$ cat src/rtl/stq_pkg.sv
`default_nettype none
// ----------------------------------------------------------------------------
// stq_pkg - shared types and constants for the sorted timer event queue
// Sizes, transaction payloads, cell entry/op structs, codes and FSM states.
// ----------------------------------------------------------------------------
package stq_pkg;

	localparam int QUEUE_DEPTH = 16;
	localparam int TAG_BITS    = 8;
	localparam int CNT_W       = $clog2(QUEUE_DEPTH + 1);

	localparam logic MODE_TICK = 1'b0;
	localparam logic MODE_ADD  = 1'b1;

	localparam logic [1:0] ST_OK    = 2'd0;
	localparam logic [1:0] ST_FULL  = 2'd1;
	localparam logic [1:0] ST_EMPTY = 2'd2;

	typedef struct packed {
		logic        mode;
		logic [31:0] timeout;
		logic [7:0]  event_tag;
	} item_t;

	typedef struct packed {
		logic        fired;
		logic [7:0]  fired_tag;
		logic [1:0]  status;
		logic [4:0]  pending;
		logic [31:0] next_wait;
	} result_t;

	typedef struct packed {
		logic [63:0]         deadline;
		logic [TAG_BITS-1:0] tag;
	} entry_t;

	typedef struct packed {
		logic   insert;
		logic   pop;
		entry_t entry;
	} cell_op_t;

	typedef enum logic [1:0] {
		S_IDLE,
		S_PREP,
		S_APPLY,
		S_REPORT
	} state_t;

endpackage
`default_nettype wire

$ cat src/rtl/stq_cell.sv
`default_nettype none
// ----------------------------------------------------------------------------
// stq_cell - one slot of the sorted deadline chain
// Holds one entry; on insert it keeps, takes the new entry or takes its left
// neighbor's; on pop it takes its right neighbor's.
// ----------------------------------------------------------------------------
module stq_cell import stq_pkg::*; (
	input  wire logic     clk,
	input  wire cell_op_t op,
	input  wire logic     occ,
	input  wire logic     prev_le,
	input  wire entry_t   left,
	input  wire entry_t   right,
	output entry_t        entry,
	output logic          le
);

	entry_t entry_q;

	assign entry = entry_q;
	// occupied and due no later than the new deadline: stays ahead of it
	assign le    = occ && (entry_q.deadline <= op.entry.deadline);

	always_ff @(posedge clk) begin
		if (op.insert) begin
			if (!le) begin
				entry_q <= prev_le ? op.entry : left;
			end
		end else if (op.pop) begin
			entry_q <= right;
		end
	end

endmodule
`default_nettype wire

$ cat src/rtl/sorted_timer_event_queue.sv
`default_nettype none
// ----------------------------------------------------------------------------
// sorted_timer_event_queue - deadline-ordered timer queue on one time base
// Tick counter plus a chain of cells kept sorted by deadline; adds insert,
// ticks advance time and pop at most one due timer.
// ----------------------------------------------------------------------------
//  channel  | signals                      | transfer
//  ---------+------------------------------+-----------------------------------
//  item     | start, busy, item            | start & !busy at a rising edge
//  result   | result_valid, result         | one-cycle strobe, cannot stall
//
// Each transaction steps through accept, deadline/time update, chain
// update and next-wait compute; the result strobe comes in the cycle after,
// when busy is already low again. The FSM sequences these steps.
// Reset clears time, entry count and FSM; cell contents are not reset.
// The receiver cannot stall, so results are never held back.
// ----------------------------------------------------------------------------
module sorted_timer_event_queue import stq_pkg::*; (
	input  wire logic  clk,
	input  wire logic  arst_n,
	input  wire logic  start,
	output logic       busy,
	input  wire item_t item,
	output logic       result_valid,
	output result_t    result
);

	state_t           state_q, state_d;
	logic [63:0]      time_q;
	logic [63:0]      dl_q;
	logic [CNT_W-1:0] count_q;
	item_t            item_q;
	result_t          res_q;
	logic             result_valid_q;

	cell_op_t op;
	entry_t   cell_entry [QUEUE_DEPTH];
	logic     cell_le    [QUEUE_DEPTH];

	logic        accept;
	logic        full;
	logic        head_due;
	logic        in_prep, in_apply, in_report;
	logic [63:0] diff;
	logic [31:0] wait_c;

	assign accept = start && !busy;
	assign full   = (count_q == CNT_W'(QUEUE_DEPTH));
	assign head_due = (count_q != '0) && (cell_entry[0].deadline <= time_q);

	// next state
	always_comb begin
		state_d = state_q;
		case (state_q)
			S_IDLE:   if (accept) state_d = S_PREP;
			S_PREP:   state_d = S_APPLY;
			S_APPLY:  state_d = S_REPORT;
			S_REPORT: state_d = S_IDLE;
			default:  state_d = S_IDLE;
		endcase
	end

	// outputs of the FSM
	always_comb begin
		busy      = 1'b1;
		in_prep   = 1'b0;
		in_apply  = 1'b0;
		in_report = 1'b0;
		case (state_q)
			S_IDLE:   busy = 1'b0;
			S_PREP:   in_prep = 1'b1;
			S_APPLY:  in_apply = 1'b1;
			S_REPORT: in_report = 1'b1;
			default:  busy = 1'b0;
		endcase
	end

	always_comb begin
		op.insert         = in_apply && (item_q.mode == MODE_ADD) && !full;
		op.pop            = in_apply && (item_q.mode == MODE_TICK) && head_due;
		op.entry.deadline = dl_q;
		op.entry.tag      = TAG_BITS'(item_q.event_tag);
	end

	for (genvar k = 0; k < QUEUE_DEPTH; k++) begin : g_cell
		entry_t left_w, right_w;
		logic   prev_le_w;
		if (k == 0) begin : g_first
			assign left_w    = op.entry;
			assign prev_le_w = 1'b1;
		end else begin : g_mid
			assign left_w    = cell_entry[k-1];
			assign prev_le_w = cell_le[k-1];
		end
		if (k == QUEUE_DEPTH - 1) begin : g_last
			assign right_w = cell_entry[k];
		end else begin : g_inner
			assign right_w = cell_entry[k+1];
		end
		stq_cell u_cell (
			.clk     (clk),
			.op      (op),
			.occ     (CNT_W'(k) < count_q),
			.prev_le (prev_le_w),
			.left    (left_w),
			.right   (right_w),
			.entry   (cell_entry[k]),
			.le      (cell_le[k])
		);
	end

	// ticks to the head deadline, saturated to 32 bits
	assign diff = cell_entry[0].deadline - time_q;
	always_comb begin
		if (!head_due && (count_q != '0)) begin
			wait_c = (diff[63:32] != '0) ? '1 : diff[31:0];
		end else begin
			wait_c = '0;
		end
	end

	always_ff @(posedge clk or negedge arst_n) begin
		if (!arst_n) begin
			state_q        <= S_IDLE;
			time_q         <= '0;
			count_q        <= '0;
			result_valid_q <= 1'b0;
		end else begin
			state_q        <= state_d;
			result_valid_q <= in_report;
			if (in_prep && (item_q.mode == MODE_TICK)) begin
				time_q <= time_q + 64'd1;
			end
			if (op.insert) begin
				count_q <= count_q + CNT_W'(1);
			end else if (op.pop) begin
				count_q <= count_q - CNT_W'(1);
			end
		end
	end

	always_ff @(posedge clk) begin
		if (accept) begin
			item_q <= item;
		end
		if (in_prep) begin
			dl_q <= time_q + {32'd0, item_q.timeout};
		end
		if (in_apply) begin
			res_q.fired     <= op.pop;
			res_q.fired_tag <= op.pop ? 8'(cell_entry[0].tag) : 8'd0;
			if (item_q.mode == MODE_ADD) begin
				res_q.status <= full ? ST_FULL : ST_OK;
			end else begin
				res_q.status <= (count_q == '0) ? ST_EMPTY : ST_OK;
			end
		end
		if (in_report) begin
			res_q.pending   <= 5'(count_q);
			res_q.next_wait <= wait_c;
		end
	end

	assign result_valid = result_valid_q;
	assign result       = res_q;

	a_strobe_idle: assert property (@(posedge clk) disable iff (!arst_n)
		result_valid |-> !busy) else $error("result strobe while busy");

	a_count_range: assert property (@(posedge clk) disable iff (!arst_n)
		count_q <= CNT_W'(QUEUE_DEPTH)) else $error("entry count past depth");

	a_fire_ok: assert property (@(posedge clk) disable iff (!arst_n)
		result_valid && result.fired |-> result.status == ST_OK)
		else $error("fired with non-ok status");

	a_empty_wait: assert property (@(posedge clk) disable iff (!arst_n)
		result_valid && (result.pending == 5'd0) |-> result.next_wait == 32'd0)
		else $error("nonzero wait with empty queue");

	a_accept_busy: assert property (@(posedge clk) disable iff (!arst_n)
		start && !busy |=> busy) else $error("accepted transaction not busy");

endmodule
`default_nettype wire
$ cat config.mk
export PLATFORM = sky130hd
export DESIGN_NAME = sorted_timer_event_queue
export DESIGN_NICKNAME = d
export VERILOG_FILES = /design/src/rtl/stq_pkg.sv /design/src/rtl/stq_cell.sv /design/src/rtl/sorted_timer_event_queue.sv
export SDC_FILE = /design/constraint.sdc
export NUM_CORES = 2
export LEC_CHECK = 0
export ABC_AREA = 1
export BUFFER_PORTS_ARGS = -buffer_cell sky130_fd_sc_hd__clkbuf_2
export CORE_AREA = 2 2 602 424
export CTS_CLUSTER_SIZE = 30
export DETAILED_ROUTE_END_ITERATION = 8
export DIE_AREA = 0 0 604 426
export SETUP_SLACK_MARGIN = 0.3
export SYNTH_ARGS = -nofsm -noshare
export SYNTH_HDL_FRONTEND = slang
export SYNTH_SLANG_ARGS = --single-unit
$ cat constraint.sdc
create_clock -name clk -period 10.6 [get_ports clk]
set_input_delay 2.12 -clock clk [delete_from_list [all_inputs] [get_ports clk]]
set_output_delay 2.12 -clock clk [all_outputs]
set_load 0.1 [all_outputs]
Yosys cells after proc, flatten, opt, wreduce, memory -nomap -nowiden:

Cells that the tools add are included.

* word-level logic and storage cells: 224
* register bits after elaboration: 1377
* output and inout port bits: 50
* input port bits: 44

* add/sub/neg operators: 5
* order comparisons: 33
* reductions and logical operators: 47
* eq/ne operators: 20
* bitwise operators: 2
* multiplexer cells: 72

Operators with widths (count)
* 72-bit 2-to-1 mux: 60
* 64-bit less-or-equal comparator: 17
* 64-bit by 1-bit adder with 64-bit output (second input constant): 1
* 64-bit by 32-bit adder with 64-bit output: 1
* 64-bit subtractor: 1
* 4-bit by 5-bit < comparator with 1-bit output (first input constant): 8
* 32-bit 2-to-1 mux: 1
* 2-bit != test (second input constant): 16
* 2-bit AND reduction: 16
* 32-bit nonzero test: 1
* 1-bit logical AND: 24
* 3-bit by 5-bit < comparator with 1-bit output (first input constant): 4
* 1-bit by 5-bit < comparator with 1-bit output (first input constant): 2
* 2-bit by 5-bit < comparator with 1-bit output (first input constant): 2
* 5-bit 2-to-1 mux: 2
* 2-bit one-hot mux with 4 select lines: 1
* 2-bit 2-to-1 mux: 3
* 5-bit by 1-bit adder with 5-bit output (second input constant): 1
* 5-bit == test (second input constant): 1
* 5-bit zero test: 1
* 1-bit 2-to-1 mux: 5
* 5-bit nonzero test: 1
* 5-bit by 1-bit subtractor with 5-bit output (second input constant): 1
* 2-bit == test (second input constant): 2
* other kinds (5): 7

Longest topological paths before layout:

* depth after elaboration: 6
* mapped depth: 24
* mapped depth without buffers: 22

Modules after synthesis:

From an unflattened synthesis, not the netlist that was laid out.

* cells, all modules: 13270
* area, all modules: 102057.9 um2

Modules (own cells, without submodules)
* stq_cell: cells each 673, area each 5282.6 um2, times used 16
* sorted_timer_event_queue: cells each 2502, area each 17536.8 um2, times used 1

Worst setup path before layout:

Ideal clock, no wire load.

* kind: flip-flop to flip-flop
* from: register dl_q[63]
* to: register g_cell[15].u_cell.entry_q (netlist bit g_cell[15].u_cell.entry[0]) (enable)
* data arrival time: 5.291 ns
* setup time: 0.526 ns
* period minus slack after synthesis: 5.817 ns
* stages on the path, launching flop included: 13
* data required time: 10.074 ns
* path buffers: 0
* path slack: 4.783 ns
* path through: edfxtp_1 -> inv_1 -> ha_1 -> nand2_1 -> inv_1 -> nand3_1 -> nor3_1 -> nand2_1 -> nor4_1 -> nand2_1 -> nand2_1 -> nand2_1 -> a21oi_1

* cells in the longest elaborated chain, start to end: 4

RTL lines
* from (decl): line sorted_timer_event_queue.sv:30 `logic [63:0] dl_q;`
* from (signal assigned): line sorted_timer_event_queue.sv:147 `dl_q <= time_q + {32'd0, item_q.timeout};`
* 64-bit less-or-equal comparator: line stq_cell.sv:22 `assign le = occ && (entry_q.deadline <= op.entry.deadline);`
* 1-bit logical AND: line stq_cell.sv:22
* 1-bit inverter (no source line)
* 2-bit AND reduction (no source line)
* to (signal assigned): line stq_cell.sv:27 `entry_q <= prev_le ? op.entry : left;`
* to (signal assigned): line stq_cell.sv:30 `entry_q <= right;`
* to (decl): line stq_cell.sv:18 `entry_t entry_q;`

Every way passes these cells.
A chain may end at the register's enable or synchronous reset.

Worst setup path in the final report:

* from: register dl_q[15]
* to: register g_cell[4].u_cell.entry_q (netlist bit g_cell[4].u_cell.entry[46]) (enable)

* cells in the longest elaborated chain, start to end: 4

RTL lines (line)
* 64-bit less-or-equal comparator: stq_cell.sv:22
* 1-bit logical AND: stq_cell.sv:22
* 2-bit != test (no source line)
* 2-bit AND reduction (no source line)
* to (signal assigned): stq_cell.sv:27
* to (signal assigned): stq_cell.sv:30
* to (decl): stq_cell.sv:18

Every way passes these cells.

==> impl_metrics.csv <==
group,metric,value,unit
global_route,grt_pass1_wl,595.6,mm
sta,setup_viol_count_final,0,
clock_network,cts_root_buffer,"clkbuf_16",
die,num_io_pins,94,
sta,slew_violations,7,
clock_network,cts_hold_buf,0,
sta,finalClockSkew,0.05432,ns
run_status,failed_checks,"max-capacitance violations, max-slew violations",
clock_network,cts_tree,"built",
critical_path,r2r-end,"g_cell[4].u_cell.entry[46]$_DFFE_PP_",
synthesis,synth.avg_cell_area,7.524,um2
clock_network,htree_levels,4,
sta,tns,0,ns
place,io_buffers,93,
sta,final_hold_viol_count,0,
die,initial_core_util,0.3990,
synthesis,synth_top_area_cell,"edfxtp_1",
critical_path,arrival,8.03,ns
layout,fin_nets,14440,
drt,dr.pass1.iters,9,
drt,vias,92570,
sta,min_period,7.583,ns
layout,layout-drive-gt1-share,0.04234,
die,die_area,257300,um2
critical_path,crit_path_max_fanout,52,
synthesis,yosys_warnings,0,
global_route,met3_usage,0.1215,
drt,drcViolationCount,0,
power,leakage,58.58,nW
power,peakVddDrop,0.2912,mV
sta,fin_crit_sh,0.7154,
min_path,min_path_type,"flip-flop to flip-flop",
drt,viasPerCell,5.534,
die,die_h,426,um
synthesis,synth_seq_cells,1377,
sta,max-slew-margin-rel,-0.1954,
layout,final_common_cell,"nand2_1",
min_path,min_to,"time_q[44]$_DFFE_PN0P_",
synthesis,syn-cell-area,100200,um2
die,core,251100,um2
synthesis,synthDistinctLibCells,61,
job,drv_cap,4,
sta,worst_pin_slew,1.779,ns
die,die_w,604,um
clock_network,cts_setup_buffers,0,
global_route,grtUsageMet2,0.3867,
drt,ant_nets,0,
critical_path,crit_type,"flip-flop to flip-flop",
synthesis,ys_seq_area_frac,0.4091,
sta,fin_ws,3.017,ns
layout,regArea,40990,um2
min_path,hp-start,"time_q[44]$_DFFE_PN0P_",
critical_path,r2r_slack,3.02,ns
global_route,grt_overflow_total,0,
synthesis,synth_nets,14490,
drt,drt_wl_total,418.6,mm
synthesis,yosysTopAreaCellShare,0.3911,
critical_path,r2r-start,"dl_q[15]$_DFFE_PN_",
clock_network,clkSlewWorstSetupHoldPaths,0.07,ns
power,powerDensity,314.1,nW/um2
global_route,grt_pass1_vias,82730,
place,place.gp.congestion,1.087,
layout,fillers,25480,
layout,multi_input_area,51680,um2
clock_network,clockBufferDepth,4,
global_route,grtUsageMet1,0.4991,
synthesis,netlist_instances,13320,
layout,layout_common_cells,"nand2_1, inv_1, edfxtp_1",
clock_network,cts_resized,0,
clock_network,cts_sinks,1377,
drt,wl_per_cell,25.03,um
run_status,status,"finished, violations left",
die,rows,154,
critical_path,end_kind,"flip-flop",
power,power,34.39,mW
global_route,grt_use_total,0.3182,
layout,area_growth_syn_to_layout,9.311,%
min_path,holdPathStages,1,
critical_path,required,11.05,ns
clock_network,numCtsBuffers,159,
synthesis,yosys-top-cells-area,"edfxtp_1, nand2_1, ha_1, inv_1, a21oi_1",
critical_path,reg2reg_depth,15,
drt,drt-initial-drc-count,14380,
global_route,antenna_found_initial,32,
clock_network,worstSkewPairLatency,0.86,ns
critical_path,cp-start-kind,"flip-flop",
sta,grt_setup_unrepaired,"false",
place,dp_slack,3.603,ns
global_route,busiest_layer,"met1",
sta,max_freq,0.1319,GHz
place,dp_hpwl,312.6,mm
global_route,grt_max_degree,186,
==> final cells by class <==
type | instances | share of cell area
repair buffers | 220 | 0.01344
flip-flops and latches | 1377 | 0.3743
clock inverters | 72 | 0.006329
clock buffers | 196 | 0.03886
multi-input cells | 9850 | 0.4719
diodes | 7 | 0.0001600
inverters | 1652 | 0.05669
well taps | 3354 | 0.03832
==> worst max-delay path by stage <==
stage                                             to  slack, ns          startpoint
6_report        g_cell[4].u_cell.entry[46]$_DFFE_PP_       3.02  dl_q[15]$_DFFE_PN_
2_1_floorplan   g_cell[15].u_cell.entry[0]$_DFFE_PP_       4.78  dl_q[63]$_DFFE_PN_
5_1_grt         g_cell[5].u_cell.entry[49]$_DFFE_PP_       3.39  dl_q[55]$_DFFE_PN_
3_5_place_dp    g_cell[5].u_cell.entry[40]$_DFFE_PP_       3.60  dl_q[55]$_DFFE_PN_
4_1_cts         g_cell[5].u_cell.entry[49]$_DFFE_PP_       3.56  dl_q[55]$_DFFE_PN_
3_3_place_gp   g_cell[12].u_cell.entry[34]$_DFFE_PP_       3.34  dl_q[31]$_DFFE_PN_
==> per-stage QoR <==
stage | instances | area (um2) | hold slack, ns | util
5_1_grt | 16720 | 109500 | 0.5146 | 0.4361
6_report | 16730 | 109500 | 0.4944 | 0.4362
2_1_floorplan | 13320 | 100200 | 0.4196 | -
3_5_place_dp | 16450 | 104500 | 0.4814 | 0.4164
3_3_place_gp | 16450 | 104500 | 0.4839 | 0.4162
4_1_cts | 16720 | 109500 | 0.4914 | 0.4361
==> Yosys cell counts, drive strengths merged <==
library cell / instances
a211oi: 16
a21boi: 5
a21o: 12
a21oi: 705
a221oi: 1
a31o: 1
a31oi: 28
and2: 8
and3: 8
buf: 167
clkbuf: 270
clkinv: 3
dfrtp: 72
edfxtp: 1305
fa: 2
ha: 1129
inv: 1649
nand2: 6282
nand3: 175
nand3b: 16
nand4: 177
nor2: 365
nor3: 122
nor4: 35
nor4b: 11
o2111ai: 12
o211ai: 28
o21a: 48
o21ai: 479
o21bai: 12
o221a: 1
o221ai: 13
o22ai: 1
o2bb2ai: 1
o31ai: 8
or2: 1
or4: 2
xnor2: 42
xor2: 104
==> flip-flops by register name (all words and copies together), names as in the netlist <==
signal / flops
time_q: 64
result_valid: 1
item_q: 33
g_cell.left_w: 8
state_q: 2
count_q: 5
g_cell.u_cell.entry: 1152
result: 48
dl_q: 64
==> report_power, final <==
part / internal, mW / switching (mW)
clock network: 3.16 / 2.52
logic: 4.89 / 13.4
registers: 8.83 / 1.60
==> layer usage <==
metal	up-vias	part of all wire	wire length (um)
met5	-	0.00079	332
met4	32	0.031	13160
met3	583	0.16	67960
met2	5746	0.35	145700
met1	43380	0.46	191500
li1	42830	-	-
==> cell families (layout without fill, tap and decap cells) <==
group                      Yosys count  in the layout  synth area share
DFF                               1377           1377            0.4091
and+or+nand+nor                   7202           7202            0.2832
AOI/OAI and AO/OA                 1371           1371           0.07376
other                                0              7                 0
adders and majority gates         1131           1131            0.1414
buffers and inverters             2089           2140           0.07973
xor gates and xnor gates           146            146           0.01276
==> critical path, stage by stage, from the launching register on <==
cell	delay (ns)
edfxtp_1	0.39
inv_1	0.54
ha_1	0.30
nand4_1	0.16
nor3_1	1.34
o21ai_0	0.74
nand2_1	0.54
nand2_1	0.10
nand3b_1	0.11
nand2_1	0.12
nand2_1	0.14
nand2_1	0.09
nand2_4	0.47
nand2_4	0.53
nand2_4	0.51
buf_4	0.94
No activity file was read; power rests on OpenSTA's default activity.
